===== src/rtl/core/sbt_pkg.sv =====
// ----------------------------------------------------------------------------
// sbt_pkg
// Shared types, token kinds, character codes and decode helpers for the
// source byte tokenizer.
// ----------------------------------------------------------------------------
package sbt_pkg;

  // saturation limit of the token length counter
  localparam logic [15:0] MAX_TOKEN_LEN = 16'hFFFF;

  // packed width of the output stream word
  localparam int unsigned TDATA_W = 56;

  // scanner modes
  typedef enum logic [2:0] {
    MODE_IDLE,
    MODE_OP,
    MODE_COMMENT,
    MODE_NUMBER,
    MODE_IDENT,
    MODE_STRING,
    MODE_ERROR
  } mode_t;

  // token kinds
  localparam logic [5:0] KIND_LPAREN   = 6'd0;
  localparam logic [5:0] KIND_RPAREN   = 6'd1;
  localparam logic [5:0] KIND_LBRACE   = 6'd2;
  localparam logic [5:0] KIND_RBRACE   = 6'd3;
  localparam logic [5:0] KIND_COMMA    = 6'd4;
  localparam logic [5:0] KIND_DOT      = 6'd5;
  localparam logic [5:0] KIND_MINUS    = 6'd6;
  localparam logic [5:0] KIND_PLUS     = 6'd7;
  localparam logic [5:0] KIND_SEMI     = 6'd8;
  localparam logic [5:0] KIND_COLON    = 6'd9;
  localparam logic [5:0] KIND_STAR     = 6'd10;
  localparam logic [5:0] KIND_BANG     = 6'd11;
  localparam logic [5:0] KIND_BANG_EQ  = 6'd12;
  localparam logic [5:0] KIND_EQ       = 6'd13;
  localparam logic [5:0] KIND_EQ_EQ    = 6'd14;
  localparam logic [5:0] KIND_LT       = 6'd15;
  localparam logic [5:0] KIND_LT_EQ    = 6'd16;
  localparam logic [5:0] KIND_AMP      = 6'd17;
  localparam logic [5:0] KIND_QUEST    = 6'd18;
  localparam logic [5:0] KIND_HASH     = 6'd19;
  localparam logic [5:0] KIND_GT       = 6'd20;
  localparam logic [5:0] KIND_GT_EQ    = 6'd21;
  localparam logic [5:0] KIND_PERCENT  = 6'd22;
  localparam logic [5:0] KIND_SLASH    = 6'd23;
  localparam logic [5:0] KIND_STRING   = 6'd24;
  localparam logic [5:0] KIND_NUMBER   = 6'd25;
  localparam logic [5:0] KIND_IDENT    = 6'd26;
  localparam logic [5:0] KIND_KW_IF    = 6'd27;
  localparam logic [5:0] KIND_KW_FOR   = 6'd28;
  localparam logic [5:0] KIND_KW_WHILE = 6'd29;
  localparam logic [5:0] KIND_KW_CLASS = 6'd30;
  localparam logic [5:0] KIND_KW_CONST = 6'd31;
  localparam logic [5:0] KIND_KW_OR    = 6'd32;
  localparam logic [5:0] KIND_KW_AND   = 6'd33;
  localparam logic [5:0] KIND_ERROR    = 6'd34;

  // character codes
  localparam logic [7:0] CH_LPAREN  = 8'h28;
  localparam logic [7:0] CH_RPAREN  = 8'h29;
  localparam logic [7:0] CH_LBRACE  = 8'h7B;
  localparam logic [7:0] CH_RBRACE  = 8'h7D;
  localparam logic [7:0] CH_COMMA   = 8'h2C;
  localparam logic [7:0] CH_DOT     = 8'h2E;
  localparam logic [7:0] CH_MINUS   = 8'h2D;
  localparam logic [7:0] CH_PLUS    = 8'h2B;
  localparam logic [7:0] CH_SEMI    = 8'h3B;
  localparam logic [7:0] CH_COLON   = 8'h3A;
  localparam logic [7:0] CH_STAR    = 8'h2A;
  localparam logic [7:0] CH_AMP     = 8'h26;
  localparam logic [7:0] CH_QUEST   = 8'h3F;
  localparam logic [7:0] CH_HASH    = 8'h23;
  localparam logic [7:0] CH_PERCENT = 8'h25;
  localparam logic [7:0] CH_BANG    = 8'h21;
  localparam logic [7:0] CH_EQ      = 8'h3D;
  localparam logic [7:0] CH_LT      = 8'h3C;
  localparam logic [7:0] CH_GT      = 8'h3E;
  localparam logic [7:0] CH_SLASH   = 8'h2F;
  localparam logic [7:0] CH_SPACE   = 8'h20;
  localparam logic [7:0] CH_CR      = 8'h0D;
  localparam logic [7:0] CH_TAB     = 8'h09;
  localparam logic [7:0] CH_NL      = 8'h0A;
  localparam logic [7:0] CH_QUOTE   = 8'h22;
  localparam logic [7:0] CH_UNDER   = 8'h5F;

  // keyword spellings, first byte in the high end
  localparam logic [39:0] KW_IF    = 40'h00_0000_6966;
  localparam logic [39:0] KW_FOR   = 40'h00_0066_6F72;
  localparam logic [39:0] KW_WHILE = 40'h77_6869_6C65;
  localparam logic [39:0] KW_CLASS = 40'h63_6C61_7373;
  localparam logic [39:0] KW_CONST = 40'h63_6F6E_7374;
  localparam logic [39:0] KW_OR    = 40'h00_0000_6F72;
  localparam logic [39:0] KW_AND   = 40'h00_0061_6E64;

  // one emitted token
  typedef struct packed {
    logic [5:0]  kind;
    logic [15:0] start_line;
    logic [15:0] start_column;
    logic [15:0] length;
    logic        last;
  } token_t;

  // tokens produced by the scanner for the current byte
  typedef struct packed {
    logic [1:0] count;
    token_t     tok0;
    token_t     tok1;
  } scan_out_t;

  // single-character token lookup result
  typedef struct packed {
    logic       hit;
    logic [5:0] kind;
  } single_t;

  function automatic logic [15:0] sat_inc16(input logic [15:0] v);
    sat_inc16 = (v != 16'hFFFF) ? v + 16'd1 : v;
  endfunction

  function automatic logic is_digit(input logic [7:0] c);
    is_digit = (c >= 8'h30) && (c <= 8'h39);
  endfunction

  function automatic logic is_letter(input logic [7:0] c);
    is_letter = ((c >= 8'h61) && (c <= 8'h7A)) || ((c >= 8'h41) && (c <= 8'h5A));
  endfunction

  function automatic single_t single_kind(input logic [7:0] c);
    single_t s;
    s.hit  = 1'b1;
    s.kind = KIND_LPAREN;
    case (c)
      CH_LPAREN:  s.kind = KIND_LPAREN;
      CH_RPAREN:  s.kind = KIND_RPAREN;
      CH_LBRACE:  s.kind = KIND_LBRACE;
      CH_RBRACE:  s.kind = KIND_RBRACE;
      CH_COMMA:   s.kind = KIND_COMMA;
      CH_DOT:     s.kind = KIND_DOT;
      CH_MINUS:   s.kind = KIND_MINUS;
      CH_PLUS:    s.kind = KIND_PLUS;
      CH_SEMI:    s.kind = KIND_SEMI;
      CH_COLON:   s.kind = KIND_COLON;
      CH_STAR:    s.kind = KIND_STAR;
      CH_AMP:     s.kind = KIND_AMP;
      CH_QUEST:   s.kind = KIND_QUEST;
      CH_HASH:    s.kind = KIND_HASH;
      CH_PERCENT: s.kind = KIND_PERCENT;
      default:    s.hit  = 1'b0;
    endcase
    single_kind = s;
  endfunction

  function automatic logic [5:0] op_kind(input logic [7:0] c, input logic with_eq);
    case (c)
      CH_BANG: op_kind = with_eq ? KIND_BANG_EQ : KIND_BANG;
      CH_EQ:   op_kind = with_eq ? KIND_EQ_EQ : KIND_EQ;
      CH_LT:   op_kind = with_eq ? KIND_LT_EQ : KIND_LT;
      CH_GT:   op_kind = with_eq ? KIND_GT_EQ : KIND_GT;
      default: op_kind = KIND_SLASH;
    endcase
  endfunction

  // keyword only on an exact, full-length match
  function automatic logic [5:0] ident_kind(input logic [39:0] prefix,
                                            input logic [15:0] len);
    if (len == 16'd2 && prefix == KW_IF) begin
      ident_kind = KIND_KW_IF;
    end else if (len == 16'd3 && prefix == KW_FOR) begin
      ident_kind = KIND_KW_FOR;
    end else if (len == 16'd5 && prefix == KW_WHILE) begin
      ident_kind = KIND_KW_WHILE;
    end else if (len == 16'd5 && prefix == KW_CLASS) begin
      ident_kind = KIND_KW_CLASS;
    end else if (len == 16'd5 && prefix == KW_CONST) begin
      ident_kind = KIND_KW_CONST;
    end else if (len == 16'd2 && prefix == KW_OR) begin
      ident_kind = KIND_KW_OR;
    end else if (len == 16'd3 && prefix == KW_AND) begin
      ident_kind = KIND_KW_AND;
    end else begin
      ident_kind = KIND_IDENT;
    end
  endfunction

endpackage


===== src/rtl/core/sbt_scan.sv =====
// ----------------------------------------------------------------------------
// sbt_scan
// Scanner state and the single-pass decode of one source byte into up to
// two tokens; state advances when step is high.
// ----------------------------------------------------------------------------
module sbt_scan (
  input  logic               clk,
  input  logic               rst,
  input  logic [7:0]         ch,
  input  logic               at_end,
  input  logic               step,
  output sbt_pkg::scan_out_t scan_out
);
  import sbt_pkg::*;

  mode_t       mode, mode_next;
  logic [7:0]  pending_byte, pending_byte_next;
  logic        seen_dot, seen_dot_next;
  logic [39:0] word_prefix, word_prefix_next;
  logic [15:0] token_line, token_line_next;
  logic [15:0] token_column, token_column_next;
  logic [15:0] token_length, token_length_next;
  logic [15:0] line_count, line_count_next;
  logic [15:0] column_count, column_count_next;

  logic        c_digit, c_letter, c_word, c_op, c_space, c_quote, c_nl, c_dot;
  logic        c_bad;
  single_t     c_single;
  mode_t       idle_mode;
  logic [15:0] len_grown;

  logic        rescan;
  logic        p1_emit;
  logic [5:0]  p1_kind;
  logic [15:0] p1_len;
  logic        p2_emit;
  logic [5:0]  p2_kind;
  token_t      t1, t2;

  // byte class decode
  assign c_digit  = is_digit(ch);
  assign c_letter = is_letter(ch);
  assign c_word   = c_digit || c_letter || (ch == CH_UNDER);
  assign c_single = single_kind(ch);
  assign c_op     = (ch == CH_BANG) || (ch == CH_EQ) || (ch == CH_LT) ||
                    (ch == CH_GT) || (ch == CH_SLASH);
  assign c_space  = (ch == CH_SPACE) || (ch == CH_CR) || (ch == CH_TAB) || (ch == CH_NL);
  assign c_quote  = (ch == CH_QUOTE);
  assign c_nl     = (ch == CH_NL);
  assign c_dot    = (ch == CH_DOT);
  assign c_bad    = !(c_single.hit || c_op || c_space || c_quote || c_digit || c_letter);

  assign len_grown = (token_length < MAX_TOKEN_LEN) ? token_length + 16'd1 : token_length;

  // mode entered when a byte starts a fresh token
  always_comb begin
    if (c_single.hit || c_space) begin
      idle_mode = MODE_IDLE;
    end else if (c_op) begin
      idle_mode = MODE_OP;
    end else if (c_quote) begin
      idle_mode = MODE_STRING;
    end else if (c_digit) begin
      idle_mode = MODE_NUMBER;
    end else if (c_letter) begin
      idle_mode = MODE_IDENT;
    end else begin
      idle_mode = MODE_ERROR;
    end
  end

  // tokens closed by this byte, and whether the byte is scanned afresh
  always_comb begin
    p1_emit = 1'b0;
    p1_kind = KIND_ERROR;
    p1_len  = 16'd0;
    rescan  = 1'b0;
    if (at_end) begin
      unique case (mode)
        MODE_OP: begin
          p1_emit = 1'b1;
          p1_kind = op_kind(pending_byte, 1'b0);
          p1_len  = 16'd1;
        end
        MODE_NUMBER: begin
          p1_emit = 1'b1;
          p1_kind = KIND_NUMBER;
          p1_len  = token_length;
        end
        MODE_IDENT: begin
          p1_emit = 1'b1;
          p1_kind = ident_kind(word_prefix, token_length);
          p1_len  = token_length;
        end
        MODE_STRING: begin
          p1_emit = 1'b1;
          p1_kind = KIND_STRING;
          p1_len  = token_length;
        end
        default: begin
        end
      endcase
    end else begin
      unique case (mode)
        MODE_IDLE: begin
          rescan = 1'b1;
        end
        MODE_OP: begin
          if (pending_byte == CH_SLASH && ch == CH_SLASH) begin
            p1_emit = 1'b0;
          end else if (pending_byte != CH_SLASH && ch == CH_EQ) begin
            p1_emit = 1'b1;
            p1_kind = op_kind(pending_byte, 1'b1);
            p1_len  = 16'd2;
          end else begin
            p1_emit = 1'b1;
            p1_kind = op_kind(pending_byte, 1'b0);
            p1_len  = 16'd1;
            rescan  = 1'b1;
          end
        end
        MODE_NUMBER: begin
          if (!(c_digit || (c_dot && !seen_dot))) begin
            p1_emit = 1'b1;
            p1_kind = KIND_NUMBER;
            p1_len  = token_length;
            rescan  = 1'b1;
          end
        end
        MODE_IDENT: begin
          if (!c_word) begin
            p1_emit = 1'b1;
            p1_kind = ident_kind(word_prefix, token_length);
            p1_len  = token_length;
            rescan  = 1'b1;
          end
        end
        MODE_STRING: begin
          if (c_quote) begin
            p1_emit = 1'b1;
            p1_kind = KIND_STRING;
            p1_len  = len_grown;
          end
        end
        default: begin
        end
      endcase
    end
  end

  // next mode
  always_comb begin
    mode_next = mode;
    if (mode == MODE_ERROR) begin
      mode_next = MODE_ERROR;
    end else if (at_end) begin
      mode_next = MODE_IDLE;
    end else if (rescan) begin
      mode_next = idle_mode;
    end else begin
      unique case (mode)
        MODE_OP:      mode_next = (ch == CH_SLASH) ? MODE_COMMENT : MODE_IDLE;
        MODE_COMMENT: mode_next = c_nl ? MODE_IDLE : MODE_COMMENT;
        MODE_STRING:  mode_next = c_quote ? MODE_IDLE : MODE_STRING;
        default:      mode_next = mode;
      endcase
    end
  end

  // token outputs
  always_comb begin
    p2_emit = rescan && (c_single.hit || c_bad);
    p2_kind = c_single.hit ? c_single.kind : KIND_ERROR;
    t1 = '{kind: p1_kind, start_line: token_line, start_column: token_column,
           length: p1_len, last: !p2_emit};
    t2 = '{kind: p2_kind, start_line: line_count, start_column: column_count,
           length: 16'd1, last: 1'b1};
    scan_out.count = {1'b0, p1_emit} + {1'b0, p2_emit};
    scan_out.tok0  = p1_emit ? t1 : t2;
    scan_out.tok1  = t2;
  end

  // token bookkeeping and source position
  always_comb begin
    pending_byte_next = pending_byte;
    seen_dot_next     = seen_dot;
    word_prefix_next  = word_prefix;
    token_line_next   = token_line;
    token_column_next = token_column;
    token_length_next = token_length;
    line_count_next   = line_count;
    column_count_next = column_count;
    if (!at_end && mode != MODE_ERROR) begin
      if (rescan) begin
        token_line_next   = line_count;
        token_column_next = column_count;
        token_length_next = 16'd1;
        if (c_op) begin
          pending_byte_next = ch;
        end
        if (c_digit) begin
          seen_dot_next = 1'b0;
        end
        if (c_letter) begin
          word_prefix_next = {32'd0, ch};
        end
      end else if (mode == MODE_NUMBER) begin
        token_length_next = len_grown;
        if (c_dot) begin
          seen_dot_next = 1'b1;
        end
      end else if (mode == MODE_IDENT) begin
        token_length_next = len_grown;
        if (token_length < 16'd5) begin
          word_prefix_next = {word_prefix[31:0], ch};
        end
      end else if (mode == MODE_STRING) begin
        token_length_next = len_grown;
      end
      if (c_nl) begin
        line_count_next   = sat_inc16(line_count);
        column_count_next = 16'd0;
      end else begin
        column_count_next = sat_inc16(column_count);
      end
    end
  end

  // state registers
  always_ff @(posedge clk) begin
    if (rst) begin
      mode         <= MODE_IDLE;
      pending_byte <= 8'd0;
      seen_dot     <= 1'b0;
      word_prefix  <= 40'd0;
      token_line   <= 16'd0;
      token_column <= 16'd0;
      token_length <= 16'd0;
      line_count   <= 16'd0;
      column_count <= 16'd0;
    end else if (step) begin
      mode         <= mode_next;
      pending_byte <= pending_byte_next;
      seen_dot     <= seen_dot_next;
      word_prefix  <= word_prefix_next;
      token_line   <= token_line_next;
      token_column <= token_column_next;
      token_length <= token_length_next;
      line_count   <= line_count_next;
      column_count <= column_count_next;
    end
  end

endmodule


===== src/rtl/core/sbt_out_buf.sv =====
// ----------------------------------------------------------------------------
// sbt_out_buf
// Two-entry token buffer: output register plus one skid slot, taking up to
// two tokens per cycle and presenting one.
// ----------------------------------------------------------------------------
module sbt_out_buf (
  input  logic            clk,
  input  logic            rst,
  input  logic [1:0]      push_count,
  input  sbt_pkg::token_t tok0,
  input  sbt_pkg::token_t tok1,
  input  logic            out_ready,
  output logic            out_valid,
  output sbt_pkg::token_t head,
  output logic [1:0]      free_slots
);
  import sbt_pkg::*;

  logic [1:0] count, count_next;
  logic [1:0] remain;
  logic       pop;
  token_t     slot [2];
  token_t     slot_next [2];

  // occupancy after this cycle's pop
  assign pop        = (count != 2'd0) && out_ready;
  assign remain     = count - {1'b0, pop};
  assign free_slots = 2'd2 - remain;
  assign count_next = remain + push_count;
  assign out_valid  = (count != 2'd0);
  assign head       = slot[0];

  // shift the survivor down and append new tokens behind it
  always_comb begin
    slot_next[0] = slot[0];
    slot_next[1] = slot[1];
    case (remain)
      2'd0: begin
        slot_next[0] = tok0;
        slot_next[1] = tok1;
      end
      2'd1: begin
        slot_next[0] = pop ? slot[1] : slot[0];
        slot_next[1] = tok0;
      end
      default: begin
      end
    endcase
  end

  always_ff @(posedge clk) begin
    if (rst) begin
      count <= 2'd0;
    end else begin
      count <= count_next;
    end
  end

  // token payload
  always_ff @(posedge clk) begin
    slot[0] <= slot_next[0];
    slot[1] <= slot_next[1];
  end

endmodule


===== src/rtl/core/source_byte_tokenizer_core.sv =====
// ----------------------------------------------------------------------------
// source_byte_tokenizer_core
// Streaming lexical scanner: one source byte or end marker per word in,
// tokens with kind, start line, start column and length out.
// ----------------------------------------------------------------------------
// path: a byte is held in the input register, and its tokens in the token buffer, before they reach the output
// throughput: one byte per cycle; a byte waits in the input register only
//   while the two-entry token buffer lacks room for the tokens it produces
// reset: synchronous rst empties input register and token buffer and returns
//   the scanner to idle at line 0, column 0; no clearing pass is needed
module source_byte_tokenizer_core (
  input  logic                       clk,
  input  logic                       rst,
  input  logic                       s_axis_tvalid,
  output logic                       s_axis_tready,
  input  logic [7:0]                 s_axis_tdata,  // ch[7:0]
  input  logic                       s_axis_tuser,  // at_end
  output logic                       m_axis_tvalid,
  input  logic                       m_axis_tready,
  output logic [sbt_pkg::TDATA_W-1:0] m_axis_tdata, // kind[5:0], start_line[21:6],
                                                    // start_column[37:22],
                                                    // length[53:38], zero[55:54]
  output logic                       m_axis_tlast
);
  import sbt_pkg::*;

  logic       in_valid;
  logic [7:0] in_ch;
  logic       in_end;
  logic       fire;
  logic [1:0] free_slots;
  logic [1:0] push_count;
  scan_out_t  scan_out;
  token_t     head;

  // input register
  always_ff @(posedge clk) begin
    if (rst) begin
      in_valid <= 1'b0;
    end else if (s_axis_tready) begin
      in_valid <= s_axis_tvalid;
    end
  end

  always_ff @(posedge clk) begin
    if (s_axis_tvalid && s_axis_tready) begin
      in_ch  <= s_axis_tdata;
      in_end <= s_axis_tuser;
    end
  end

  // the held byte is scanned once the buffer has room for its tokens
  assign fire          = in_valid && (scan_out.count <= free_slots);
  assign s_axis_tready = !in_valid || fire;
  assign push_count    = fire ? scan_out.count : 2'd0;

  sbt_scan u_scan (
    .clk      (clk),
    .rst      (rst),
    .ch       (in_ch),
    .at_end   (in_end),
    .step     (fire),
    .scan_out (scan_out)
  );

  sbt_out_buf u_out_buf (
    .clk        (clk),
    .rst        (rst),
    .push_count (push_count),
    .tok0       (scan_out.tok0),
    .tok1       (scan_out.tok1),
    .out_ready  (m_axis_tready),
    .out_valid  (m_axis_tvalid),
    .head       (head),
    .free_slots (free_slots)
  );

  // output word packing
  assign m_axis_tdata = {2'b00, head.length, head.start_column, head.start_line, head.kind};
  assign m_axis_tlast = head.last;

endmodule


===== config.mk =====
export PLATFORM = sky130hd
export DESIGN_NAME = source_byte_tokenizer_core
export DESIGN_NICKNAME = d
export VERILOG_FILES = /design/src/rtl/core/sbt_pkg.sv /design/src/rtl/core/sbt_scan.sv /design/src/rtl/core/sbt_out_buf.sv /design/src/rtl/core/source_byte_tokenizer_core.sv
export SDC_FILE = /design/constraint.sdc
export NUM_CORES = 1
export LEC_CHECK = 0
export BUFFER_PORTS_ARGS = -buffer_cell sky130_fd_sc_hd__buf_2
export CORE_ASPECT_RATIO = 0.6
export CORE_MARGIN = 2
export CORE_UTILIZATION = 55
export DETAILED_ROUTE_END_ITERATION = 16
export MAX_ROUTING_LAYER = met4
export PLACE_DENSITY = 0.73
export SLEW_MARGIN = 20
export SYNTH_ARGS = -nofsm -noshare
export SYNTH_HDL_FRONTEND = slang
export SYNTH_SLANG_ARGS = --single-unit

===== constraint.sdc =====
create_clock -name clk -period 7.6 [get_ports clk]
set_input_delay 0.76 -clock clk [delete_from_list [all_inputs] [get_ports clk]]
set_output_delay 0.76 -clock clk [all_outputs]
set_load 0.005 [all_outputs]

Yosys cells after proc, flatten, opt, wreduce, memory -nomap -nowiden
Memory sizes are Yosys's and may differ from the RTL's.
Cells that the tools add are included.

word-level totals
  memories kept = 1
  register bits = 144
  output and inout port bits = 59
  logic and storage cells = 219
  bits in writable memories = 110
  bits of input ports = 13
  bits in read-only memories = 0
  bits in latches = 0

memories
  name            words  width  read ports  clocked after Yosys merged registers in  write ports  RTL line           text
  u_out_buf.slot  2      55     2           0                                        2            sbt_out_buf.sv:22  token_t slot [2];

cells by class
  add/sub/neg operators = 7
  eq/ne operators = 55
  shifts and indexed selects = 0
  $lt $le $gt $ge = 9
  reduce and logical (&&, ||, !) cells = 63
  bitwise gates (word level) = 0
  multipliers = 0
  mux-type cells = 71
  divide/modulo/power cells = 0

operators by type and width
  operator                                                                  number
  110-bit case mux with 2 select lines                                      1
  8-bit by 6-bit equality test with 1-bit output (second input constant)    25
  40-bit two-way mux                                                        5
  16-bit two-way mux                                                        12
  40-bit by 39-bit equality test with 1-bit output (second input constant)  3
  55-bit two-way mux                                                        2
  40-bit by 15-bit equality test with 1-bit output (second input constant)  2
  40-bit by 23-bit equality test with 1-bit output (second input constant)  2
  6-bit two-way mux                                                         13
  5-bit case mux with 14 select lines                                       1
  16-bit case mux with 4 select lines                                       1
  16-bit by 1-bit adder with 16-bit output (second input constant)          3
  6-bit case mux with 4 select lines                                        2
  5-bit case mux with 4 select lines                                        2
  16-bit by 2-bit equality test with 1-bit output (second input constant)   2
  16-bit != test (second input constant)                                    2
  16-bit case mux with 2 select lines                                       1
  8-bit by 4-bit equality test with 1-bit output (second input constant)    3
  8-bit by 7-bit equality test with 1-bit output (second input constant)    3
  3-bit two-way mux                                                         8
  1-bit logical OR                                                          19
  1-bit logical AND                                                         18
  16-bit by 3-bit equality test with 1-bit output (second input constant)   1
  8-bit by 7-bit >= comparator with 1-bit output (second input constant)    2
  36 further kinds                                                          72

Depth between registers and ports, before layout
  word-level depth = 18
  depth in mapped cells = 21
  gate-level depth less buffers = 17

By module
Synthesis repeated with hierarchy kept, for this count alone.

second synthesis, totals
  cells, all modules = 1392
  area, all modules = 14137.3 um^2

by module, submodules not included
  module                      instances  cells each  area an instance (um^2)
  sbt_scan                    1          1056        8023.9
  sbt_out_buf                 1          309         5690.5
  source_byte_tokenizer_core  1          27          422.9

Worst setup path before layout
No wires, ideal clock.

  path kind = reg2reg
  start point = register in_ch[6]
  end point = register u_scan.word_prefix[10]
  data arrival time = 5.208 ns
  cell stages (with the launch flop) = 19
  required time = 7.541 ns
  period minus slack after synthesis = 5.267 ns
  library setup time = 0.059 ns
  path buffers = 3
  path slack = 2.333 ns
  cell sequence = edfxtp_1 or4b_1 or4_1 a21oi_1 a21oi_1 nor2_4 inv_2 buf_2 ha_1 ha_1 nor2b_1 o21ai_0 nand3_1 or4_1 o2bb2ai_4 and3_1 buf_6 buf_6 a22o_1

between the ends
  word-level cells in the longest chain between the ends = 17
  elaborated cells on any way between the ends = 78
  those cells by class = add/sub (1); order compare (7); eq/ne (28); mux (12); reduce/logical (30)

ends and longest elaborated chain
  item                                                                                                     RTL line                          text
  from (decl)                                                                                              source_byte_tokenizer_core.sv:28  logic [7:0] in_ch;
  from (signal assigned)                                                                                   source_byte_tokenizer_core.sv:47  in_ch <= s_axis_tdata;
  parallel branches: the longest is 17 deep, another holds 8-bit by 7-bit >= comparator with 1-bit output  n/a
  to (signal assigned)                                                                                     sbt_scan.sv:245                   word_prefix <= word_prefix_next;
  to (decl)                                                                                                sbt_scan.sv:19                    logic [39:0] word_prefix, word_prefix_next;

Parallel ways; which one is timed is not known.
A chain may end at the register's enable or synchronous reset.

Worst setup path after layout
  start point = register in_ch[4]
  end point = register u_scan.token_line[2]

between the ends
  word-level cells in the longest chain between the ends = 17
  elaborated cells on any way between the ends = 73
  those cells by class = add/sub (1); order compare (7); eq/ne (26); mux (11); reduce/logical (28)

ends and longest elaborated chain
  item                                                                                                     RTL line         text
  parallel branches: the longest is 16 deep, another holds 8-bit by 7-bit >= comparator with 1-bit output  n/a
  3-bit AND reduction (no source line) *                                                                   n/a
  to (signal assigned)                                                                                     sbt_scan.sv:246  token_line <= token_line_next;
  to (decl)                                                                                                sbt_scan.sv:20   logic [15:0] token_line, token_line_next;

Every way passes the cells marked *.

==> flow_summary_export.csv <==
group,metric,value,unit
cells_and_area,fillers,1912,
yosys,synth_seq_area_share,0.487,
timing,max_freq,147,MHz
clocking,cts_made_buffers,24,
global_routing,grt_max_degree,94,
global_routing,gr-total-overflow,0,
critical_path,cp-end-kind,"flop",
timing,worst_slew_pin_slew,980,ps
yosys,yosysTopAreaCell,"edfxtp_1",
worst_hold_path,holdPathStages,1,
yosys,netlist_area,12900,um2
power_and_ir_drop,p_per_area,328,nW/um2
timing,period_needed,6810,ps
yosys,synthArstFlopShare,0,
detailed_routing,vias,10100,
critical_path,cp_data_arrival_time,7260,ps
yosys,syn_inst,1356,
global_routing,antenna_found_initial,0,
yosys,yosysTopAreaCellShare,0.277,
worst_hold_path,min_from,"s_axis_tdata[3]",
floorplanning,core.rowCount,43,
yosys,synth_edf_count,119,
job,drv_cap,0,
detailed_routing,drtIter0Drc,965,
power_and_ir_drop,p_total,0.00456,W
critical_path,crit_path_top_delay_cell,"or4b_1",
detailed_routing,viasPerCell,6.08,
critical_path,worstPathMaxFanout,17,
placement,dpl.hpwl,21.3,mm
global_routing,grt_pass1_vias,9200,
critical_path,worst_ep_required_time,8050,ps
yosys,ys.warnings.count,0,
critical_path,worstSetupPathType,"flop to flop",
critical_path,worst_r2r_startpoint,"in_ch[4]",
yosys,synth.area.top_cells,"edfxtp_1, dfxtp_1, nand2_1, o21ai_0, a21oi_1",
cells_and_area,drive_gt1_frac,0.137,
clocking,cts_tree,"built",
status,status,"finished, final reports clean",
cells_and_area,area_delta_synth_final,7.68,%
yosys,synth_cell_types,78,
clocking,clk_latency,550,ps
yosys,ys.flop_type,"dfxtp_1",
worst_hold_path,min_to,"in_ch[3]",
floorplanning,dieHeight,123,um
global_routing,grt_pass1_wl,49.9,mm
detailed_routing,drt-total-wl,31.2,mm
timing,report.final.hold_viol_count,0,
placement,dp_slack,993,ps
clocking,cts_num_sinks,254,
global_routing,track_usage,0.262,
floorplanning,die_area,24700,um2
critical_path,max_stage_delay,790,ps
clocking,ctsLongestPathBuffers,3,
critical_path,path_cells,"or4b_1 -> or4_1 -> a21oi_1 -> a21oi_1 -> buf_4 -> nor2_4 -> inv_2 -> ha_1 -> ha_1 -> nor2b_1 -> o21ai_0 -> nand3_1 -> nor3_1 -> o21a_1 -> buf_4 -> nand2_1 -> a21oi_1",
clocking,htreeDepth,1,
floorplanning,io_pins,72,
detailed_routing,ant_nets,0,
cells_and_area,finalNetCount,1352,
critical_path,worst_r2r_path_depth,17,
power_and_ir_drop,ir_drop,0.000718,V
critical_path,r2r-end,"u_scan.token_line[2]",
timing,max_slew_margin,0.337,
yosys,synth_seq_cells,254,
detailed_routing,firstDrtPassIters,5,
clocking,post-cts-setup-buffers,0,
cells_and_area,fin_area,13900,um2
critical_path,reg2reg_slack,790,ps
power_and_ir_drop,leakage,4.93,nW
clocking,cts_hold_buf,0,
critical_path,start_kind,"flop",
clocking,cts_root_buf,"clkbuf_16",
cells_and_area,final_common_cell,"nand2_1",
cells_and_area,final_cell_mix,"nand2_1, dfxtp_1, edfxtp_1, nor2_1, o21ai_0",
placement,io_buffers,69,
detailed_routing,drc_errors,0,
placement,gp_congestion,0.968,
placement,dpl_cell_area,13000,um2
timing,setup_viol,0,
clocking,cts_resized,0,
cells_and_area,antenna_cells,0,
detailed_routing,wire_per_inst,18.8,um
floorplanning,core-area,23000,um2
floorplanning,die-width,202,um
clocking,path_clk_slew,60,ps
timing,setup_ws,792,ps
timing,fin_crit_sh,0.896,
timing,fin_setup_tns,0,ps
timing,hold-worst-slack,396,ps
timing,grt_setup_unrepaired,"false",
floorplanning,start_util,0.560,
timing,clock_skew,22.5,ps
timing,slew_violations,0,
critical_path,path_common_cell,"a21oi_1",
yosys,syn_area_per_cell,9.50,um2
worst_hold_path,hp-class,"primary input to flop",
==> Yosys cell counts, drive strengths merged, types with 4 or more instances <==
cell,instances
or4b,7
buf,77
and2,13
nand2b,11
mux2i,42
nor3,35
mux2,37
xor2,13
a21o,10
o21ai,94
o21a,8
nand3b,4
o31ai,7
and4,4
o2111ai,8
or3,16
inv,24
ha,14
a21oi,86
nor4,20
o22ai,8
nor4b,4
a22o,33
nand4,27
nand3,34
xnor2,13
dfxtp,135
or4,10
nor2b,11
a211oi,9
edfxtp,119
nand4b,5
clkbuf,65
and3,16
nand2,176
nor2,104
a31oi,6
==> critical path, delay by kind of cell (launching register included) <==
kind | cells | cell delay (ps)
adders and majority gates | 2 | 560
DFF | 1 | 540
AOI/OAI and AO/OA | 5 | 2130
and+or+nand+nor | 7 | 2760
buffers and inverters | 3 | 730
==> worst max path at each step <==
| stage | cells past startpoint | to | start | slack (ps) |
|---|---|---|---|---|
| finish | 17 | u_scan.token_line[2] | in_ch[4] | 790 |
| global route | 17 | u_scan.token_line[0] | in_ch[4] | 510 |
| CTS | 17 | u_scan.word_prefix[24] | in_ch[4] | 1000 |
| detailed placement | 17 | u_scan.word_prefix[30] | in_ch[4] | 990 |
| global placement | 17 | u_scan.word_prefix[38] | in_ch[4] | 1320 |
| floorplan | 18 | u_scan.word_prefix[10] | in_ch[6] | 2330 |
==> cells by family (layout without fill, tap and decap cells) <==
family,after synthesis,in the layout,synth area share
multiplexers,79,79,0.0650
XOR/XNOR,26,26,0.0177
adder cells (fa/ha/maj),14,14,0.0136
AO/OA/AOI/OAI,309,309,0.154
other,1,2,0.000291
buffers and inverters,166,152,0.0686
flip-flops,254,254,0.487
AND/OR/NAND/NOR,507,507,0.194
==> power breakdown <==
part,switching [W],internal (W),total [W]
Sequential,0.000120,0.00192,0.00204
Combinational,0.000840,0.000329,0.00117
Clock,0.000542,0.000808,0.00135
Total,0.00150,0.00305,0.00456
==> sequential cells by signal, indices dropped and copies added (netlist names) <==
signal and flops:
u_out_buf.slot 110, u_scan.word_prefix 40, u_scan.column_count 16, u_scan.line_count 16, u_scan.token_column 16, u_scan.token_length 16, u_scan.token_line 16, in_ch 8
u_scan.pending_byte 8, u_scan.mode 3, u_out_buf.count 2, in_end 1, in_valid 1, u_scan.seen_dot 1
==> cell type report <==
cell class,count,area (um2),area share
clock buffers,27,632,0.0455
clock inverters,17,260,0.0188
inverters,24,90.1,0.00649
multi-input cells,937,5770,0.416
flip-flops and latches,254,6280,0.452
well taps,315,394,0.0284
repair buffers,84,458,0.0330
==> routing by layer <==
metal	vias up	GRT usage	part of all wire
met2	409	0.353	0.39
met4	0	0.0570	0.019
li1	4843	-	-
met3	48	0.0730	0.093
met5	-	-	0
met1	4778	0.388	0.49
==> per-stage QoR <==
stage,cells,utilization
5_1_grt,1658,0.603
2_1_floorplan,1357,-
4_1_cts,1658,0.602
3_5_place_dp,1614,0.564
6_report,1658,0.603
3_3_place_gp,1614,0.563
Note: power is estimated with default switching activity, not from simulation.
